**src/design/ssfb_pkg.sv**
```systemverilog
// Shared types, constants, glyph table and microcode word type for the frame builder
`timescale 1ns / 1ps
`default_nettype none
package ssfb_pkg;

  localparam int IMAGE_BYTES = 16;
  localparam int IDX_W       = 4;
  localparam int STEP_W      = 5;
  localparam int MAX_DIGITS  = 3;

  localparam logic [7:0] DATA_CMD  = 8'h40;
  localparam logic [7:0] ADDR_CMD  = 8'hC0;
  localparam logic [7:0] LAMP_BYTE = 8'hFF;
  localparam logic [7:0] DOT_BIT   = 8'h80;
  localparam logic [7:0] KEEP_IND  = 8'h0C;

  localparam logic [STEP_W-1:0] STEP_IMG_FIRST = 5'd2;
  localparam logic [STEP_W-1:0] STEP_IMG_LAST  = 5'd17;
  localparam logic [STEP_W-1:0] STEP_CTRL      = 5'd18;

  typedef enum logic [1:0] {
    CMD_SHOW       = 2'd0,
    CMD_CLEAR      = 2'd1,
    CMD_CLEAR_KEEP = 2'd2,
    CMD_LAMP       = 2'd3
  } cmd_t;

  typedef enum logic [1:0] {
    SRC_DATA  = 2'd0,
    SRC_ADDR  = 2'd1,
    SRC_IMAGE = 2'd2,
    SRC_CTRL  = 2'd3
  } src_t;

  // one microcode word
  typedef struct packed {
    src_t src;
    logic strobe;
    logic end_if_noctrl;
    logic end_prog;
  } uop_t;

  // sequencer to datapath
  typedef struct packed {
    logic             issue;
    src_t             src;
    logic [IDX_W-1:0] idx;
    logic             strobe;
    logic             last;
  } dp_ctl_t;

  function automatic logic [7:0] glyph(input logic [7:0] ch);
    logic [7:0] g;
    case (ch)
      "0", "O":      g = 8'h3f;
      "1":           g = 8'h06;
      "2":           g = 8'h5b;
      "3":           g = 8'h4f;
      "4":           g = 8'h66;
      "5", "S", "s": g = 8'h6d;
      "6":           g = 8'h7d;
      "7":           g = 8'h07;
      "8":           g = 8'h7f;
      "9":           g = 8'h6f;
      "A", "a":      g = 8'h77;
      "B", "b":      g = 8'h7c;
      "C":           g = 8'h39;
      "c":           g = 8'h58;
      "D", "d":      g = 8'h5e;
      "E", "e":      g = 8'h79;
      "F", "f":      g = 8'h71;
      "G", "g":      g = 8'h3d;
      "H":           g = 8'h76;
      "h":           g = 8'h74;
      "I", "i":      g = 8'h30;
      "J", "j":      g = 8'h1e;
      "L", "l":      g = 8'h38;
      "M", "m":      g = 8'h55;
      "N":           g = 8'h37;
      "n":           g = 8'h54;
      "o":           g = 8'h5c;
      "P", "p":      g = 8'h73;
      "Q", "q":      g = 8'h67;
      "R", "r":      g = 8'h50;
      "T", "t":      g = 8'h78;
      "U":           g = 8'h3e;
      "u":           g = 8'h1c;
      "W", "w":      g = 8'h6a;
      "Y", "y":      g = 8'h6e;
      "-":           g = 8'h40;
      default:       g = 8'h00;
    endcase
    return g;
  endfunction

endpackage
`default_nettype wire

```
**src/design/ssfb_if.sv**
```systemverilog
// Request, result and register write channels of the frame builder
`timescale 1ns / 1ps
`default_nettype none
interface ssfb_in_if;
  logic       valid;
  logic       ready;
  logic [1:0] cmd;
  logic       bank_select;
  logic [7:0] char_first;
  logic [7:0] char_second;
  logic [7:0] char_third;
  logic       dot_first;
  logic       dot_second;
  logic       dot_third;

  modport source (output valid, cmd, bank_select, char_first, char_second, char_third,
                  dot_first, dot_second, dot_third, input ready);
  modport sink   (input valid, cmd, bank_select, char_first, char_second, char_third,
                  dot_first, dot_second, dot_third, output ready);
  modport mon    (input valid, ready, cmd, bank_select, char_first, char_second,
                  char_third, dot_first, dot_second, dot_third);
endinterface

interface ssfb_out_if;
  logic       valid;
  logic       ready;
  logic [7:0] out_byte;
  logic       new_frame;
  logic       last;

  modport source (output valid, out_byte, new_frame, last, input ready);
  modport sink   (input valid, out_byte, new_frame, last, output ready);
  modport mon    (input valid, ready, out_byte, new_frame, last);
endinterface

interface ssfb_cfg_if;
  logic       valid;
  logic       ready;
  logic [7:0] data;

  modport source (output valid, data, input ready);
  modport sink   (input valid, data, output ready);
  modport mon    (input valid, ready, data);
endinterface
`default_nettype wire

```
**src/design/ssfb_urom.sv**
```systemverilog
// Microcode store: one control word per frame step
`timescale 1ns / 1ps
`default_nettype none
module ssfb_urom (
  input  logic [ssfb_pkg::STEP_W-1:0] step,
  output ssfb_pkg::uop_t              uop
);

  always_comb begin
    uop = '{src: ssfb_pkg::SRC_DATA, strobe: 1'b1, end_if_noctrl: 1'b0, end_prog: 1'b1};
    case (step) inside
      5'd0: begin
        uop = '{src: ssfb_pkg::SRC_DATA, strobe: 1'b1, end_if_noctrl: 1'b0, end_prog: 1'b0};
      end
      5'd1: begin
        uop = '{src: ssfb_pkg::SRC_ADDR, strobe: 1'b1, end_if_noctrl: 1'b0, end_prog: 1'b0};
      end
      [ssfb_pkg::STEP_IMG_FIRST:5'd16]: begin
        uop = '{src: ssfb_pkg::SRC_IMAGE, strobe: 1'b0, end_if_noctrl: 1'b0, end_prog: 1'b0};
      end
      ssfb_pkg::STEP_IMG_LAST: begin
        // frames without a control byte stop here
        uop = '{src: ssfb_pkg::SRC_IMAGE, strobe: 1'b0, end_if_noctrl: 1'b1, end_prog: 1'b0};
      end
      ssfb_pkg::STEP_CTRL: begin
        uop = '{src: ssfb_pkg::SRC_CTRL, strobe: 1'b1, end_if_noctrl: 1'b0, end_prog: 1'b1};
      end
      default: begin
        uop = '{src: ssfb_pkg::SRC_CTRL, strobe: 1'b1, end_if_noctrl: 1'b0, end_prog: 1'b1};
      end
    endcase
  end

endmodule
`default_nettype wire

```
**src/design/ssfb_seq.sv**
```systemverilog
// Step counter and output handshake driven by the microcode store
`timescale 1ns / 1ps
`default_nettype none
module ssfb_seq (
  input  logic              clk,
  input  logic              rst_n,
  input  logic              in_accept,
  input  logic              in_with_ctrl,
  output logic              in_ready,
  input  logic              out_ready,
  output logic              out_valid,
  output ssfb_pkg::dp_ctl_t ctl
);

  logic                        busy_r, busy_nxt;
  logic                        with_ctrl_r, with_ctrl_nxt;
  logic                        out_valid_r, out_valid_nxt;
  logic [ssfb_pkg::STEP_W-1:0] step_r, step_nxt;
  ssfb_pkg::uop_t              uop;
  logic                        advance;
  logic                        finish;

  ssfb_urom u_urom (
    .step (step_r),
    .uop  (uop)
  );

  assign advance = busy_r && (!out_valid_r || out_ready);
  assign finish  = uop.end_prog || (uop.end_if_noctrl && !with_ctrl_r);

  always_comb begin
    busy_nxt      = busy_r;
    step_nxt      = step_r;
    with_ctrl_nxt = with_ctrl_r;
    if (in_accept) begin
      busy_nxt      = 1'b1;
      step_nxt      = '0;
      with_ctrl_nxt = in_with_ctrl;
    end else if (advance) begin
      if (finish) begin
        busy_nxt = 1'b0;
      end else begin
        step_nxt = step_r + 1'b1;
      end
    end
  end

  always_comb begin
    if (advance) begin
      out_valid_nxt = 1'b1;
    end else if (out_ready) begin
      out_valid_nxt = 1'b0;
    end else begin
      out_valid_nxt = out_valid_r;
    end
  end

  always_ff @(posedge clk) begin
    if (!rst_n) begin
      busy_r      <= 1'b0;
      step_r      <= '0;
      with_ctrl_r <= 1'b0;
      out_valid_r <= 1'b0;
    end else begin
      busy_r      <= busy_nxt;
      step_r      <= step_nxt;
      with_ctrl_r <= with_ctrl_nxt;
      out_valid_r <= out_valid_nxt;
    end
  end

  assign in_ready   = !busy_r;
  assign out_valid  = out_valid_r;
  assign ctl.issue  = advance;
  assign ctl.src    = uop.src;
  assign ctl.idx    = ssfb_pkg::IDX_W'(step_r - ssfb_pkg::STEP_IMG_FIRST);
  assign ctl.strobe = uop.strobe;
  assign ctl.last   = finish;

endmodule
`default_nettype wire

```
**src/design/ssfb_dp.sv**
```systemverilog
// Datapath: digit codes, display image, control register and result register
`timescale 1ns / 1ps
`default_nettype none
module ssfb_dp #(
  parameter int DIGIT_COUNT = 3
) (
  input  logic              clk,
  input  logic              rst_n,
  input  logic              in_accept,
  input  logic [1:0]        in_cmd,
  input  logic              in_bank,
  input  logic [7:0]        in_char [ssfb_pkg::MAX_DIGITS],
  input  logic              in_dot  [ssfb_pkg::MAX_DIGITS],
  input  logic              cfg_we,
  input  logic [7:0]        cfg_data,
  input  ssfb_pkg::dp_ctl_t ctl,
  output logic [7:0]        out_byte,
  output logic              out_new_frame,
  output logic              out_last
);

  ssfb_pkg::cmd_t cmd_r;
  logic           bank_r;
  logic [7:0]     code_r [DIGIT_COUNT];
  logic [7:0]     code   [ssfb_pkg::MAX_DIGITS];
  logic [7:0]     image_r [ssfb_pkg::IMAGE_BYTES];
  logic [7:0]     ctrl_r;
  logic [7:0]     byte_r, byte_nxt;
  logic           nf_r;
  logic           last_r;
  logic [7:0]     old_byte;
  logic [7:0]     new_byte;
  logic [2:0]     col;

  genvar k;
  generate
    for (k = 0; k < ssfb_pkg::MAX_DIGITS; k++) begin : g_digit
      if (k < DIGIT_COUNT) begin : g_used
        always_ff @(posedge clk) begin
          if (in_accept) begin
            code_r[k] <= ssfb_pkg::glyph(in_char[k]) | (in_dot[k] ? ssfb_pkg::DOT_BIT : 8'h00);
          end
        end
        assign code[k] = code_r[k];
      end else begin : g_blank
        assign code[k] = 8'h00;
      end
    end
  endgenerate

  always_ff @(posedge clk) begin
    if (in_accept) begin
      cmd_r  <= ssfb_pkg::cmd_t'(in_cmd);
      bank_r <= in_bank;
    end
  end

  // image byte idx holds column idx/2; even bytes carry bank 0 and the first bank 1 digit
  assign old_byte = image_r[ctl.idx];
  assign col      = ctl.idx[ssfb_pkg::IDX_W-1:1];

  always_comb begin
    new_byte = old_byte;
    case (cmd_r)
      ssfb_pkg::CMD_SHOW: begin
        if (!ctl.idx[0]) begin
          if (bank_r) begin
            new_byte[3] = code[0][col];
          end else begin
            new_byte[0] = code[0][col];
            new_byte[1] = code[1][col];
            new_byte[2] = code[2][col];
          end
        end else if (bank_r) begin
          new_byte[0] = code[1][col];
          new_byte[1] = code[2][col];
        end
      end
      ssfb_pkg::CMD_CLEAR:      new_byte = 8'h00;
      ssfb_pkg::CMD_CLEAR_KEEP: new_byte = ctl.idx[0] ? (old_byte & ssfb_pkg::KEEP_IND) : 8'h00;
      ssfb_pkg::CMD_LAMP:       new_byte = old_byte;
      default:                  new_byte = old_byte;
    endcase
  end

  always_comb begin
    case (ctl.src)
      ssfb_pkg::SRC_DATA:  byte_nxt = ssfb_pkg::DATA_CMD;
      ssfb_pkg::SRC_ADDR:  byte_nxt = ssfb_pkg::ADDR_CMD;
      ssfb_pkg::SRC_IMAGE: byte_nxt = (cmd_r == ssfb_pkg::CMD_LAMP) ? ssfb_pkg::LAMP_BYTE
                                                                     : new_byte;
      ssfb_pkg::SRC_CTRL:  byte_nxt = ctrl_r;
      default:             byte_nxt = ctrl_r;
    endcase
  end

  always_ff @(posedge clk) begin
    if (!rst_n) begin
      for (int i = 0; i < ssfb_pkg::IMAGE_BYTES; i++) begin
        image_r[i] <= 8'h00;
      end
    end else if (ctl.issue && ctl.src == ssfb_pkg::SRC_IMAGE) begin
      image_r[ctl.idx] <= new_byte;
    end
  end

  always_ff @(posedge clk) begin
    if (!rst_n) begin
      ctrl_r <= 8'h8F;
    end else if (cfg_we) begin
      ctrl_r <= cfg_data;
    end
  end

  always_ff @(posedge clk) begin
    if (ctl.issue) begin
      byte_r <= byte_nxt;
      nf_r   <= ctl.strobe;
      last_r <= ctl.last;
    end
  end

  assign out_byte      = byte_r;
  assign out_new_frame = nf_r;
  assign out_last      = last_r;

endmodule
`default_nettype wire

```
**src/design/seven_segment_frame_builder.sv**
```systemverilog
// Top level of the seven-segment LED driver frame builder
//
//   channel  dir  payload                                         handshake
//   in_ch    in   cmd, bank_select, char_*, dot_*                 valid/ready
//   out_ch   out  out_byte, new_frame, last                       valid/ready
//   cfg_ch   in   data (display control byte)                     valid/ready
//
// A request gives 19 frame bytes (show digits, lamp test) or 18 (both clears),
// one per cycle while out_ch is ready, as the microcode step counter walks the program.
// The next request is taken once the last byte is in the output register.
// Reset (rst_n low, synchronous) clears the image and sets control to 0x8F.
// A stalled out_ch holds the byte and the step counter; cfg_ch is always ready.
`timescale 1ns / 1ps
`default_nettype none
module seven_segment_frame_builder #(
  parameter int DIGIT_COUNT = 3
) (
  input  logic        clk,
  input  logic        rst_n,
  ssfb_in_if.sink     in_ch,
  ssfb_out_if.source  out_ch,
  ssfb_cfg_if.sink    cfg_ch
);

  logic              in_accept;
  logic              in_with_ctrl;
  logic [7:0]        chars [ssfb_pkg::MAX_DIGITS];
  logic              dots  [ssfb_pkg::MAX_DIGITS];
  ssfb_pkg::dp_ctl_t ctl;

  assign in_accept    = in_ch.valid && in_ch.ready;
  assign in_with_ctrl = (in_ch.cmd == ssfb_pkg::CMD_SHOW) || (in_ch.cmd == ssfb_pkg::CMD_LAMP);
  assign chars[0]     = in_ch.char_first;
  assign chars[1]     = in_ch.char_second;
  assign chars[2]     = in_ch.char_third;
  assign dots[0]      = in_ch.dot_first;
  assign dots[1]      = in_ch.dot_second;
  assign dots[2]      = in_ch.dot_third;
  assign cfg_ch.ready = 1'b1;

  ssfb_seq u_seq (
    .clk          (clk),
    .rst_n        (rst_n),
    .in_accept    (in_accept),
    .in_with_ctrl (in_with_ctrl),
    .in_ready     (in_ch.ready),
    .out_ready    (out_ch.ready),
    .out_valid    (out_ch.valid),
    .ctl          (ctl)
  );

  ssfb_dp #(
    .DIGIT_COUNT (DIGIT_COUNT)
  ) u_dp (
    .clk           (clk),
    .rst_n         (rst_n),
    .in_accept     (in_accept),
    .in_cmd        (in_ch.cmd),
    .in_bank       (in_ch.bank_select),
    .in_char       (chars),
    .in_dot        (dots),
    .cfg_we        (cfg_ch.valid),
    .cfg_data      (cfg_ch.data),
    .ctl           (ctl),
    .out_byte      (out_ch.out_byte),
    .out_new_frame (out_ch.new_frame),
    .out_last      (out_ch.last)
  );

endmodule
`default_nettype wire

```
**src/flat_wrapper.sv**
```systemverilog
// flat-port wrapper written by rule: the top's interface ports become plain ports
module seven_segment_frame_builder_flat 
#(
  parameter int DIGIT_COUNT = 3
)
  (clk, rst_n, in_ch_valid, in_ch_cmd, in_ch_bank_select, in_ch_char_first, in_ch_char_second, in_ch_char_third, in_ch_dot_first, in_ch_dot_second, in_ch_dot_third, in_ch_ready, out_ch_valid, out_ch_out_byte, out_ch_new_frame, out_ch_last, out_ch_ready, cfg_ch_valid, cfg_ch_data, cfg_ch_ready);
  ssfb_in_if in_ch_i ();
  ssfb_out_if out_ch_i ();
  ssfb_cfg_if cfg_ch_i ();
  input  logic clk;
  input  logic rst_n;
  input wire logic [$bits(in_ch_i.valid)-1:0] in_ch_valid;
  input wire logic [$bits(in_ch_i.cmd)-1:0] in_ch_cmd;
  input wire logic [$bits(in_ch_i.bank_select)-1:0] in_ch_bank_select;
  input wire logic [$bits(in_ch_i.char_first)-1:0] in_ch_char_first;
  input wire logic [$bits(in_ch_i.char_second)-1:0] in_ch_char_second;
  input wire logic [$bits(in_ch_i.char_third)-1:0] in_ch_char_third;
  input wire logic [$bits(in_ch_i.dot_first)-1:0] in_ch_dot_first;
  input wire logic [$bits(in_ch_i.dot_second)-1:0] in_ch_dot_second;
  input wire logic [$bits(in_ch_i.dot_third)-1:0] in_ch_dot_third;
  output wire logic [$bits(in_ch_i.ready)-1:0] in_ch_ready;
  output wire logic [$bits(out_ch_i.valid)-1:0] out_ch_valid;
  output wire logic [$bits(out_ch_i.out_byte)-1:0] out_ch_out_byte;
  output wire logic [$bits(out_ch_i.new_frame)-1:0] out_ch_new_frame;
  output wire logic [$bits(out_ch_i.last)-1:0] out_ch_last;
  input wire logic [$bits(out_ch_i.ready)-1:0] out_ch_ready;
  input wire logic [$bits(cfg_ch_i.valid)-1:0] cfg_ch_valid;
  input wire logic [$bits(cfg_ch_i.data)-1:0] cfg_ch_data;
  output wire logic [$bits(cfg_ch_i.ready)-1:0] cfg_ch_ready;
  assign in_ch_i.valid = in_ch_valid;
  assign in_ch_i.cmd = in_ch_cmd;
  assign in_ch_i.bank_select = in_ch_bank_select;
  assign in_ch_i.char_first = in_ch_char_first;
  assign in_ch_i.char_second = in_ch_char_second;
  assign in_ch_i.char_third = in_ch_char_third;
  assign in_ch_i.dot_first = in_ch_dot_first;
  assign in_ch_i.dot_second = in_ch_dot_second;
  assign in_ch_i.dot_third = in_ch_dot_third;
  assign in_ch_ready = in_ch_i.ready;
  assign out_ch_valid = out_ch_i.valid;
  assign out_ch_out_byte = out_ch_i.out_byte;
  assign out_ch_new_frame = out_ch_i.new_frame;
  assign out_ch_last = out_ch_i.last;
  assign out_ch_i.ready = out_ch_ready;
  assign cfg_ch_i.valid = cfg_ch_valid;
  assign cfg_ch_i.data = cfg_ch_data;
  assign cfg_ch_ready = cfg_ch_i.ready;
  seven_segment_frame_builder #(.DIGIT_COUNT(DIGIT_COUNT)) u_core (.clk(clk), .rst_n(rst_n), .in_ch(in_ch_i), .out_ch(out_ch_i), .cfg_ch(cfg_ch_i));
endmodule
```
**config.mk**
```make
export PLATFORM = sky130hd
export DESIGN_NAME = seven_segment_frame_builder_flat
export DESIGN_NICKNAME = d
export VERILOG_FILES = /design/src/design/ssfb_pkg.sv /design/src/design/ssfb_if.sv /design/src/design/ssfb_urom.sv /design/src/design/ssfb_seq.sv /design/src/design/ssfb_dp.sv /design/src/design/seven_segment_frame_builder.sv /design/src/flat_wrapper.sv
export SDC_FILE = /design/constraint.sdc
export NUM_CORES = 1
export LEC_CHECK = 0
export BUFFER_PORTS_ARGS = -buffer_cell sky130_fd_sc_hd__buf_2
export CAP_MARGIN = 20
export CORE_ASPECT_RATIO = 0.8
export CORE_MARGIN = 8
export CORE_UTILIZATION = 25
export CTS_CLUSTER_SIZE = 24
export DETAILED_ROUTE_END_ITERATION = 10
export GPL_TIMING_DRIVEN = 0
export HOLD_SLACK_MARGIN = 0.05
export PLACE_DENSITY = 0.51
export SLEW_MARGIN = 20
export SYNTH_ARGS = -nofsm -noshare
export SYNTH_HDL_FRONTEND = slang
export SYNTH_SLANG_ARGS = --single-unit
```
**constraint.sdc**
```tcl
create_clock -name clk -period 3.2 [get_ports clk]
set_clock_uncertainty 0.15 [all_clocks]
set_input_delay 0.96 -clock clk [delete_from_list [all_inputs] [get_ports clk]]
set_output_delay 0.96 -clock clk [all_outputs]
set_load 0.02 [all_outputs]
```
==> reports/metrics.csv <==
metric,value,unit
synth_fp_nets,1040,
r2r_cells,13,
cts-root-buf,clkbuf_16,
yosysWarnings,0,
yosysSeqAreaShare,50.27,%
fin_area,0.01243,mm²
holdPathStages,2,
placed_area,0.01149,mm²
post-route-period-util,97.72,%
min_path_type,register to register,
row_count,67,
switchingPower,1.581,mW
antenna_cells,0,
maxCapViolCount,0,
hold_viol,0,
grt_pass1_wl,47.11,mm
grt_pass1_vias,7839,
initial_utilization,25.18,%
cp_num_buf_inv,3,
die_w,245.0,µm
die_h,199.2,µm
coreArea,0.04166,mm²
rr_endpoint,u_core.u_dp.image_r[11][3]$_SDFFCE_PN0P_,
hold_path_startpoint,u_core.u_dp.ctrl_r[3]$_SDFFE_PN1P_,
nets,1118,
ys_ff_latch,181,
worst-setup-path-type,primary input to register,
routedWlPerCell,18.76,µm
vias,7923,
portBuffers,48,
via_per_inst,4.921,
yosysUniqueCellTypes,61,
cp.arrival,3070,ps
clk_pin_slew_worst_paths,70,ps
htreeDepth,4,
r2r_slack,120,ps
antenna_found_initial,1,
endpoint_kind,register,
cpMaxStageDelayCell,clkdlybuf4s15_1,
area_growth,18.45,%
gr-max-usage-layer,met2,
setup_viol,0,
drt_iter0_markers,695,
critPathMaxStageDelay,990,ps
gp_congestion,0.9075,
comb_power_share,15.2,%
use_met3,2.805,%
synth_top_flop_cell,edfxtp_1,
worstSkewPairLatency,450,ps
drc,0,
crit_required,3150,ps
cts_hold_buffers,0,
p_int,4.110,mW
crit_path_max_fanout,10,
dp_hpwl,21.64,mm
rsz0062_at_grt,yes,
drive_gt1_share,20.60,%
slew_violations,0,
max_freq,319.8,MHz
async_reset_ff_share,0,%
die_area,0.04882,mm²
power.leakage,4.331,nW
critPathLaunchType,primary input,
cts_buffers,17,
grt_use_met1,17.43,%
clockBufferDepth,2,
post-route-util,29.83,%
path_cells,"buf_2, clkbuf_1, clkdlybuf4s15_1, nand2_2",
power_frac_clock,37.2,%
r2r_start,u_core.u_seq.step_r[0]$_SDFFE_PP0P_,
peakVddDrop,0.0003020,V
tightest_slew,1216,ps
postSynthAreaPerCell,10.85,µm²
cts.sinks,181,
ant_nets,0,
worst_hold_path.endpoint,u_core.u_dp.ctrl_r[3]$_SDFFE_PN1P_,
use_met2,19.19,%
fin_crit,3127,ps
overflow,0,
synth_edf_count,165,
boundaryPins,56,
cts_tree,built,
drt_pass1_iterations,5,
status,finished clean,
grt_max_degree,20,
postSynthCellCount,967,
swShare,27.79,%
critPathTopFamily,buffers and inverters,
relSlewSlack,18.90,%
p_seq_share,47.6,%
finalWirelength,30.21,mm
grt_usage,12.42,%
power.density,457.9,mW/mm²
syn-cell-area,0.01049,mm²
==> timing repair <==
item                       CTS  global route
gates cloned                 0             0
resized for setup           36            30
pin swaps                    1             4
setup buffers                6            10
setup endpoints to repair  268           168
==> state kept, by name, indices dropped and copies added, names as in the netlist, 2 cells and up <==
register / count
u_core.u_dp.image_r: 128
u_core.u_dp.code_r: 24
u_core.u_dp.ctrl_r: 8
u_core.u_dp.out_byte: 8
u_core.u_seq.step_r: 5
u_core.u_dp.cmd_r: 2
==> worst register-to-register path: stages (launching register included) <==
cell and delay (ps):
dfxtp_1 380, buf_6 160, buf_12 170, inv_2 70, ha_2 220, nor2_1 140
a2bb2oi_1 180, nor3_1 90, nor2_4 210, inv_2 60, buf_2 190, or3_1 380
clkbuf_4 210, nand2_4 170
==> cells in the mapped netlist (3+ instances only) <==
master	n	area, µm²
a21boi_0	4	30.03
mux4_1	6	157.7
ha_1	30	375.4
o21a_1	3	22.52
a22oi_1	5	37.54
or3_1	19	118.9
nand4_1	8	50.05
a21oi_1	54	270.3
a211o_1	3	26.28
o21ai_0	43	215.2
nand3_1	21	105.1
a311oi_1	3	26.28
o22ai_1	6	37.54
nor2_1	172	645.6
xnor2_1	8	70.07
inv_1	27	101.4
nor2_2	3	18.77
nor3_1	17	85.08
a31oi_1	11	68.82
nor3b_1	5	37.54
buf_4	12	90.09
o211a_1	4	40.04
buf_2	16	80.08
a211oi_1	9	67.56
clkbuf_1	42	157.7
mux2i_1	22	220.2
nor2_4	3	33.78
o2111ai_1	3	26.28
buf_1	6	22.52
nor2b_1	18	112.6
mux4_2	38	855.8
nand2b_1	16	100.1
o211ai_1	19	142.6
or3b_2	3	26.28
nand4b_1	3	26.28
o221ai_1	6	52.55
edfxtp_1	165	4955
dfxtp_1	16	320.3
nand2_1	80	300.3
buf_6	7	78.83
==> power by group through the flow <==
stage / sequential [mW] / combinational, mW / clock (mW)
finish: 2.71 / 0.867 / 2.12
global route: 2.72 / 0.938 / 2.24
CTS: 2.71 / 0.851 / 2.15
detailed placement: 2.76 / 0.823 / 0
global placement: 2.76 / 0.820 / 0
floorplan: 2.76 / 0.537 / 0
==> cell usage in the layout (no fill, tap or decap), types with 9 or more instances in the layout <==
cell,Yosys,routed
nor2_1,172,172
edfxtp_1,165,165
nand2_1,80,64
a21oi_1,54,54
buf_2,16,52
o21ai_0,43,43
mux4_2,38,38
clkbuf_1,42,35
buf_4,12,28
ha_1,30,27
inv_1,27,26
nand3_1,21,21
o211ai_1,19,19
mux2i_1,22,19
or3_1,19,19
nor2b_1,18,17
nor3_1,17,17
clkbuf_16,0,17
nand2b_1,16,16
dfxtp_1,16,15
a31oi_1,11,11
a211oi_1,9,9
==> area by class of cell <==
type | count | area [µm²]
fillers | 4261 | 29240
flip-flops and latches | 181 | 5279
multi-input cells | 672 | 4873
well taps | 552 | 690.7
plain buffers | 77 | 474.2
clock buffers | 17 | 425.4
repair buffers | 65 | 400.4
clock inverters | 15 | 163.9
inverters | 31 | 121.4
==> layer usage <==
layer  share of wire (%)  vias up
li1                    -     3713
met1                  48     3899
met2                  44      283
met3                 6.7       28
met4                 1.2        0
met5                   0        -
==> stage by stage <==
step | power [mW] | TNS, ps | worst slack, ps | std cells | hold slack, ps
2_1_floorplan | 3.298 | 0 | 21.41 | 967 | 291.4
3_3_place_gp | 3.580 | -292380 | -1701 | 1567 | 312.7
3_5_place_dp | 3.584 | -274320 | -1658 | 1568 | 310.8
4_1_cts | 5.709 | 0 | 12.40 | 1603 | 332.0
5_1_grt | 5.897 | -431.3 | -38.97 | 1610 | 365.6
6_report | 5.691 | 0 | 72.88 | 1610 | 324.2
==> kinds of logic after synthesis <==
family                     share of synthesized area, %
and+or+nand+nor                                   16.44
AOI/OAI and AO/OA                                 11.40
DFF                                               50.27
buffers and inverters                             5.199
muxes                                             11.97
adders and majority gates                         3.577
xor gates and xnor gates                          1.097
other                                           0.03574
==> how the worst max path moves through the flow <==
stage,start,slack (ps),end,cells past startpoint
6_report,rst_n,70,u_core.u_dp.image_r[6][1]$_SDFFCE_PN0P_,4
5_1_grt,u_core.u_seq.step_r[0]$_SDFFE_PP0P_,-40,u_core.u_dp.image_r[11][3]$_SDFFCE_PN0P_,13
4_1_cts,u_core.u_seq.step_r[1]$_SDFFE_PP0P_,10,u_core.u_dp.image_r[13][1]$_SDFFCE_PN0P_,12
3_5_place_dp,u_core.u_seq.step_r[1]$_SDFFE_PP0P_,-1660,u_core.u_dp.image_r[12][1]$_SDFFCE_PN0P_,11
3_3_place_gp,u_core.u_seq.step_r[1]$_SDFFE_PP0P_,-1700,u_core.u_dp.image_r[12][1]$_SDFFCE_PN0P_,11
2_1_floorplan,u_core.u_seq.step_r[1]$_SDFFE_PP0P_,20,u_core.u_dp.image_r[13][0]$_SDFFCE_PN0P_,14
Note: power is estimated with default switching activity, not from simulation.
